[config.mk]
export PLATFORM = sky130hd
export DESIGN_NAME = alu_with_flags_and_conditions_top
export DESIGN_NICKNAME = d
export VERILOG_FILES = /design/src/hw/rtl/awfc_pkg.sv /design/src/hw/rtl/alu_with_flags_and_conditions_top.sv /design/src/hw/rtl/awfc_cond.sv /design/src/hw/rtl/awfc_exec.sv
export SDC_FILE = /design/constraint.sdc
export NUM_CORES = 2
export LEC_CHECK = 0
export ABC_AREA = 1
export BUFFER_PORTS_ARGS = -buffer_cell sky130_fd_sc_hd__buf_2
export CORE_MARGIN = 2
export CORE_UTILIZATION = 29
export DETAILED_ROUTE_END_ITERATION = 12
export PLACE_DENSITY = 0.53
export SYNTH_ARGS = -nofsm -noshare
export SYNTH_HDL_FRONTEND = slang
export SYNTH_SLANG_ARGS = --single-unit
[constraint.sdc]
create_clock -name clk_i -period 16.9 [get_ports clk_i]
set_clock_uncertainty 0.1 [all_clocks]
set_input_delay 1.69 -clock clk_i [delete_from_list [all_inputs] [get_ports clk_i]]
set_output_delay 1.69 -clock clk_i [all_outputs]
set_load 0.02 [all_outputs]
[src/hw/rtl/awfc_pkg.sv]
// ----------------------------------------------------------------------------
// ALU with flags package
// Shared types and codes for the flag-keeping ALU and its condition unit.
// ----------------------------------------------------------------------------
package awfc_pkg;

  localparam int unsigned DataW    = 32;
  localparam int unsigned ActionW  = 4;
  localparam int unsigned CondW    = 4;
  localparam int unsigned InDataW  = 72;
  localparam int unsigned OutDataW = 40;

  localparam logic [DataW-1:0] SignBit = 32'h8000_0000;

  typedef enum logic [ActionW-1:0] {
    ACT_ADD  = 4'd0,
    ACT_OR   = 4'd1,
    ACT_AND  = 4'd2,
    ACT_SUB  = 4'd3,
    ACT_XOR  = 4'd4,
    ACT_CMP  = 4'd5,
    ACT_TEST = 4'd6,
    ACT_INC  = 4'd7,
    ACT_DEC  = 4'd8,
    ACT_MUL  = 4'd9,
    ACT_COND = 4'd10
  } action_e;

  typedef enum logic [CondW-1:0] {
    CC_O  = 4'd0,
    CC_NO = 4'd1,
    CC_B  = 4'd2,
    CC_NB = 4'd3,
    CC_E  = 4'd4,
    CC_NE = 4'd5,
    CC_BE = 4'd6,
    CC_A  = 4'd7,
    CC_S  = 4'd8,
    CC_NS = 4'd9,
    CC_P  = 4'd10,
    CC_NP = 4'd11,
    CC_L  = 4'd12,
    CC_GE = 4'd13,
    CC_LE = 4'd14,
    CC_G  = 4'd15
  } cond_e;

  typedef struct packed {
    logic overflow;
    logic sign;
    logic zero;
    logic carry;
  } flags_t;

  typedef struct packed {
    logic [CondW-1:0]   cond_code;
    logic [DataW-1:0]   operand_b;
    logic [DataW-1:0]   operand_a;
    logic [ActionW-1:0] action;
  } req_t;

  typedef struct packed {
    logic             cond_true;
    flags_t           flags;
    logic             write_back;
    logic [DataW-1:0] result;
  } rsp_t;

endpackage

[src/hw/rtl/alu_with_flags_and_conditions_top.sv]
// ----------------------------------------------------------------------------
// ALU with flags and conditions, top level
// Takes one request per cycle while results drain; returns results with new flags.
// ----------------------------------------------------------------------------
// A request enters an input register; the ALU and condition logic then work
// between that register and the result register, which presents the result.
// One request is accepted every cycle while the result side keeps taking
// results. The carry, zero, sign and overflow flags live in one register that
// is updated as a request moves into the result register, so each request
// sees the flags left by the one before.
module alu_with_flags_and_conditions_top import awfc_pkg::*; (
  input  logic                clk_i,
  input  logic                rst_ni,
  input  logic                s_axis_tvalid_i,
  output logic                s_axis_tready_o,
  // action[3:0], operand_a[35:4], operand_b[67:36], cond_code[71:68]
  input  logic [InDataW-1:0]  s_axis_tdata_i,
  output logic                m_axis_tvalid_o,
  input  logic                m_axis_tready_i,
  // result[31:0], write_back[32], carry[33], zero[34], sign[35],
  // overflow[36], cond_true[37], zero fill [39:38]
  output logic [OutDataW-1:0] m_axis_tdata_o
);

  logic   in_valid_q;
  req_t   in_q;
  logic   out_valid_q;
  rsp_t   out_q;
  flags_t flags_q;
  rsp_t   rsp;
  logic   advance;
  logic   in_take;

  assign advance         = in_valid_q && (!out_valid_q || m_axis_tready_i);
  assign s_axis_tready_o = !in_valid_q || advance;
  assign in_take         = s_axis_tvalid_i && s_axis_tready_o;

  awfc_exec u_exec (
    .req_i   (in_q),
    .flags_i (flags_q),
    .rsp_o   (rsp)
  );

  always_ff @(posedge clk_i or negedge rst_ni) begin
    if (!rst_ni) begin
      in_valid_q  <= 1'b0;
      out_valid_q <= 1'b0;
      flags_q     <= '0;
    end else begin
      if (in_take) begin
        in_valid_q <= 1'b1;
      end else if (advance) begin
        in_valid_q <= 1'b0;
      end
      if (advance) begin
        out_valid_q <= 1'b1;
        flags_q     <= rsp.flags;
      end else if (m_axis_tready_i) begin
        out_valid_q <= 1'b0;
      end
    end
  end

  always_ff @(posedge clk_i) begin
    if (in_take) begin
      in_q <= req_t'(s_axis_tdata_i);
    end
    if (advance) begin
      out_q <= rsp;
    end
  end

  assign m_axis_tvalid_o = out_valid_q;
  assign m_axis_tdata_o  = {{(OutDataW - $bits(rsp_t)){1'b0}}, out_q};

  // Flags change only when a request moves into the result register.
  assert property (@(posedge clk_i) disable iff (!rst_ni)
    !advance |=> $stable(flags_q))
    else $error("flags changed without a request completing");

  // A condition check leaves the flags alone.
  assert property (@(posedge clk_i) disable iff (!rst_ni)
    advance && (in_q.action == ACT_COND) |=> $stable(flags_q))
    else $error("condition check modified the flags");

  // Only a condition check can report a met condition.
  assert property (@(posedge clk_i) disable iff (!rst_ni)
    advance && (in_q.action != ACT_COND) |=> !out_q.cond_true)
    else $error("cond_true set by a non-condition request");

  // A completing request always produces a valid result next cycle.
  assert property (@(posedge clk_i) disable iff (!rst_ni)
    advance |=> m_axis_tvalid_o && (m_axis_tdata_o[36:33] == flags_q))
    else $error("result missing or flags in result do not match flag register");

endmodule

[src/hw/rtl/awfc_cond.sv]
// ----------------------------------------------------------------------------
// Condition evaluator
// Evaluates an x86 condition code against the current status flags.
// ----------------------------------------------------------------------------
module awfc_cond import awfc_pkg::*; (
  input  logic [CondW-1:0] cond_code_i,
  input  flags_t           flags_i,
  output logic             cond_true_o
);

  logic so_differ;

  assign so_differ = flags_i.sign ^ flags_i.overflow;

  always_comb begin
    case (cond_e'(cond_code_i))
      CC_O:    cond_true_o = flags_i.overflow;
      CC_NO:   cond_true_o = !flags_i.overflow;
      CC_B:    cond_true_o = flags_i.carry;
      CC_NB:   cond_true_o = !flags_i.carry;
      CC_E:    cond_true_o = flags_i.zero;
      CC_NE:   cond_true_o = !flags_i.zero;
      CC_BE:   cond_true_o = flags_i.carry || flags_i.zero;
      CC_A:    cond_true_o = !flags_i.carry && !flags_i.zero;
      CC_S:    cond_true_o = flags_i.sign;
      CC_NS:   cond_true_o = !flags_i.sign;
      // Parity is not tracked: P never holds and NP always does.
      CC_P:    cond_true_o = 1'b0;
      CC_NP:   cond_true_o = 1'b1;
      CC_L:    cond_true_o = so_differ;
      CC_GE:   cond_true_o = !so_differ;
      CC_LE:   cond_true_o = flags_i.zero || so_differ;
      CC_G:    cond_true_o = !flags_i.zero && !so_differ;
      default: cond_true_o = 1'b0;
    endcase
  end

endmodule

[src/hw/rtl/awfc_exec.sv]
// ----------------------------------------------------------------------------
// ALU execute unit
// Computes the result, write-back enable and next flags for one request.
// ----------------------------------------------------------------------------
module awfc_exec import awfc_pkg::*; (
  input  req_t   req_i,
  input  flags_t flags_i,
  output rsp_t   rsp_o
);

  logic [DataW:0]     add_sum;
  logic [DataW:0]     sub_diff;
  logic [DataW-1:0]   a;
  logic [DataW-1:0]   b;
  logic [DataW-1:0]   mul_lo;
  logic [DataW-1:0]   res;
  logic               cond_ok;
  flags_t             fl;

  assign a        = req_i.operand_a;
  assign b        = req_i.operand_b;
  assign add_sum  = {1'b0, a} + {1'b0, b};
  assign sub_diff = {1'b0, a} - {1'b0, b};
  assign mul_lo   = a * b;

  awfc_cond u_cond (
    .cond_code_i (req_i.cond_code),
    .flags_i     (flags_i),
    .cond_true_o (cond_ok)
  );

  always_comb begin
    res              = '0;
    fl               = flags_i;
    rsp_o.write_back = 1'b0;
    rsp_o.cond_true  = 1'b0;
    case (action_e'(req_i.action))
      ACT_ADD: begin
        res              = add_sum[DataW-1:0];
        fl.carry         = add_sum[DataW];
        fl.overflow      = |(~(a ^ b) & (a ^ res) & SignBit);
        rsp_o.write_back = 1'b1;
      end
      ACT_SUB, ACT_CMP: begin
        res              = sub_diff[DataW-1:0];
        fl.carry         = sub_diff[DataW];
        fl.overflow      = |((a ^ b) & (a ^ res) & SignBit);
        rsp_o.write_back = (action_e'(req_i.action) == ACT_SUB);
      end
      ACT_OR, ACT_AND, ACT_XOR, ACT_TEST: begin
        if (action_e'(req_i.action) == ACT_OR) begin
          res = a | b;
        end else if (action_e'(req_i.action) == ACT_XOR) begin
          res = a ^ b;
        end else begin
          res = a & b;
        end
        fl.carry         = 1'b0;
        fl.overflow      = 1'b0;
        rsp_o.write_back = (action_e'(req_i.action) != ACT_TEST);
      end
      ACT_INC: begin
        res              = a + DataW'(1);
        rsp_o.write_back = 1'b1;
      end
      ACT_DEC: begin
        res              = a - DataW'(1);
        rsp_o.write_back = 1'b1;
      end
      ACT_MUL: begin
        res              = mul_lo;
        rsp_o.write_back = 1'b1;
      end
      ACT_COND: begin
        rsp_o.cond_true  = cond_ok;
        rsp_o.write_back = cond_ok;
        res              = cond_ok ? b : a;
      end
      default: begin
        res = '0;
      end
    endcase
    if ((action_e'(req_i.action) != ACT_COND) && (req_i.action <= ActionW'(ACT_COND))) begin
      fl.zero = (res == '0);
      fl.sign = res[DataW-1];
    end
    rsp_o.result = res;
    rsp_o.flags  = fl;
  end

endmodule

==> results.py <==
metrics = {
    "cells_and_area": {
        "syn_to_final_growth_pct": 9.234,
        "fillerInstances": 11160,
        "multi_input_area_sq_um": 21470,
        "drive_gt1_share_pct": 5.514,
        "nNetsFinal": 5021,
        "seqCellArea_sq_um": 3453,
    },
    "cts": {
        "numClockSinks": 116,
        "clockRootBuffer": "clkbuf_16",
        "postCtsSetupBuffers": 0,
        "h-tree-depth": 4,
        "cts_resized": 0,
        "path_clk_slew_ns": 0.07,
        "numCtsBuffers": 17,
        "insertion_delay_ns": 0.50,
        "cts_tree": "done",
        "clk_path_buf_depth": 2,
        "postCtsHoldBufs": 0,
    },
    "synthesis": {
        "synth_flop_cell": "edfxtp_1",
        "syn_area_sq_um": 29470,
        "yosysSeqAreaShare_pct": 11.72,
        "yosysWarnings": 0,
        "yosysMostFrequentCell": "nand2_1",
        "syn_inst": 4255,
        "yosys-top-cells-area": "fa_1 28%, nand2_1 14%, inv_1 13%, edfxtp_1 11%, ha_1 11%",
        "synth_edf_count": 110,
        "synth_top_cell_by_area": "fa_1",
        "syn_area_per_cell_sq_um": 6.926,
        "synth_cell_types": 49,
        "synth_top_cell_area_share_pct": 27.92,
        "ys_top_cells_by_count": "1138 x nand2_1, 1025 x inv_1, 411 x fa_1",
        "ys_async_sr_fraction_pct": 5.172,
        "ys_ff_latch": 116,
    },
    "timing": {
        "tns_ns": 0,
        "finalSetupViolations": 0,
        "setup_slack_ns": 8.330,
        "rsz0062_at_grt": "false",
        "tightest_slew_ns": 1.252,
        "min_period_ns": 8.570,
        "fmax_ghz": 0.1167,
        "finalCritPeriodShare_pct": 50.71,
        "slew_violations": 0,
        "maxSlewHeadroom_pct": 16.53,
        "hold_viol": 0,
    },
    "detailed_routing": {
        "route.detailed.drc": 0,
        "viasPerCell": 4.879,
        "wl_per_cell_um": 20.47,
        "via_count": 27600,
        "antenna_left": 0,
        "routed_wl_um": 115800,
        "drt-initial-drc-count": 2218,
        "dr.pass1.iters": 6,
    },
    "job": {
        "maxCapViolCount": 0,
    },
    "worst_setup_path": {
        "critPathSlowestCell": "edfxtp_1",
        "crit_path_max_incr_delay_ns": 1.19,
        "crit_path_frequent_cell": "nand2_1",
        "r2r_slack_ns": 8.33,
        "worst_r2r_path_depth": 30,
        "start_kind": "flop",
        "arrival_ns": 8.91,
        "cp.required_ns": 17.24,
        "timing.rr.start": "in_q[19]",
        "critPathMaxFanout": 21,
        "worstReg2RegEnd": "flags_q[1]",
        "path_class": "flop to flop",
        "crit_path_end_kind": "flop",
    },
    "floorplan": {
        "num_rows": 116,
        "dieArea_sq_um": 104200,
        "start_util_pct": 29.34,
        "io_pins": 118,
        "die_w_um": 322.8,
        "core_area_sq_um": 100400,
        "die_h_um": 322.8,
    },
    "grt": {
        "grt_first_pass_wirelength_um": 173800,
        "grt_max_degree": 46,
        "antenna_found_initial": 1,
        "grt_pass1_vias": 27890,
        "grt_usage_pct": 22.55,
        "grt_remaining_overflow": 0,
    },
    "place": {
        "portBuffers": 115,
        "dp_slack_ns": 8.535,
        "dp_hpwl_um": 92180,
        "globalplace.congestion": 1.001,
    },
    "hold_path": {
        "min_to": "m_axis_tvalid_o",
        "min_from": "m_axis_tvalid_o",
        "hold_class": "flop to flop",
        "whs_path_depth": 2,
    },
    "run_status": {
        "status": "complete, no violations",
    },
}
==> worst max path at each step <==
stage	startpoint	end	slack, ns	depth (start not counted)
global placement	in_q[19]	flags_q[1]	8.47	30
CTS	in_q[19]	flags_q[1]	8.46	30
global route	in_q[19]	flags_q[1]	7.83	30
floorplan	in_q[16]	flags_q[1]	9.79	36
detailed placement	in_q[19]	flags_q[1]	8.53	30
finish	in_q[19]	flags_q[1]	8.33	30
==> metal layers <==
metal	vias to the layer above	routed length, um	track usage, %
met4	0	4900	8.899
met3	180	6515	2.480
met2	899	54410	38.09
met5	-	0	0
li1	12980	-	-
met1	13540	49940	29.43
==> area by class of cell <==
cell class | count | share of cell area, %
clock buffers | 17 | 1.321
multi-input cells | 2938 | 66.70
clock inverters | 15 | 0.6763
well taps | 1357 | 5.274
flip-flops and latches | 116 | 10.73
repair buffers | 176 | 3.210
inverters | 1036 | 12.08
diodes | 1 | 0.007773
==> critical path, delay by kind of cell (launching register included) <==
kind / cells / cell delay [ns]
flip-flops: 1 / 1.19
AND/OR/NAND/NOR: 14 / 2.22
adder cells (fa/ha/maj): 9 / 4.19
AO/OA/AOI/OAI: 1 / 0.31
XOR/XNOR: 1 / 0.16
buffers and inverters: 5 / 0.35
==> through the flow <==
step                util (%)  instances  hold slack [ns]  instance area [sq um]
floorplan                  -       4256           0.3706                  29470
global placement       31.41       5623           0.4157                  31550
detailed placement     31.41       5623           0.4272                  31550
CTS                    32.05       5655           0.4439                  32190
global route           32.05       5655           0.4746                  32190
finish                 32.05       5656           0.4383                  32190
==> cells in the final DEF, fill, tap and decap left out, types with 39 or more instances in the layout <==
cell	n
a21oi_1	218
nand3_1	229
inv_1	1023
edfxtp_1	110
nor2_1	242
ha_1	249
o21ai_0	182
nand2_1	1137
nand4_1	45
o211ai_1	39
fa_1	411
buf_2	115
buf_4	61
==> flip-flops by register name, indices dropped and copies added, names as in the netlist <==
register         flops
m_axis_tvalid_o      1
in_q                72
m_axis_tdata_o      38
flags_q              4
in_valid_q           1
==> kinds of logic (layout without fill, tap and decap cells) <==
| family | count (synthesis) | count (layout) | synth area share, % |
|---|---|---|---|
| adder cells (fa/ha/maj) | 660 | 660 | 38.49 |
| buffers and inverters | 1202 | 1244 | 15.45 |
| AO/OA/AOI/OAI | 527 | 527 | 9.807 |
| other | 1 | 3 | 0.01272 |
| flip-flops | 116 | 116 | 11.72 |
| AND/OR/NAND/NOR | 1739 | 1739 | 24.22 |
| XOR/XNOR | 10 | 10 | 0.2972 |
Power is not shown: default switching activity piles up to over one toggle a cycle in this logic, so the estimate is an artifact.
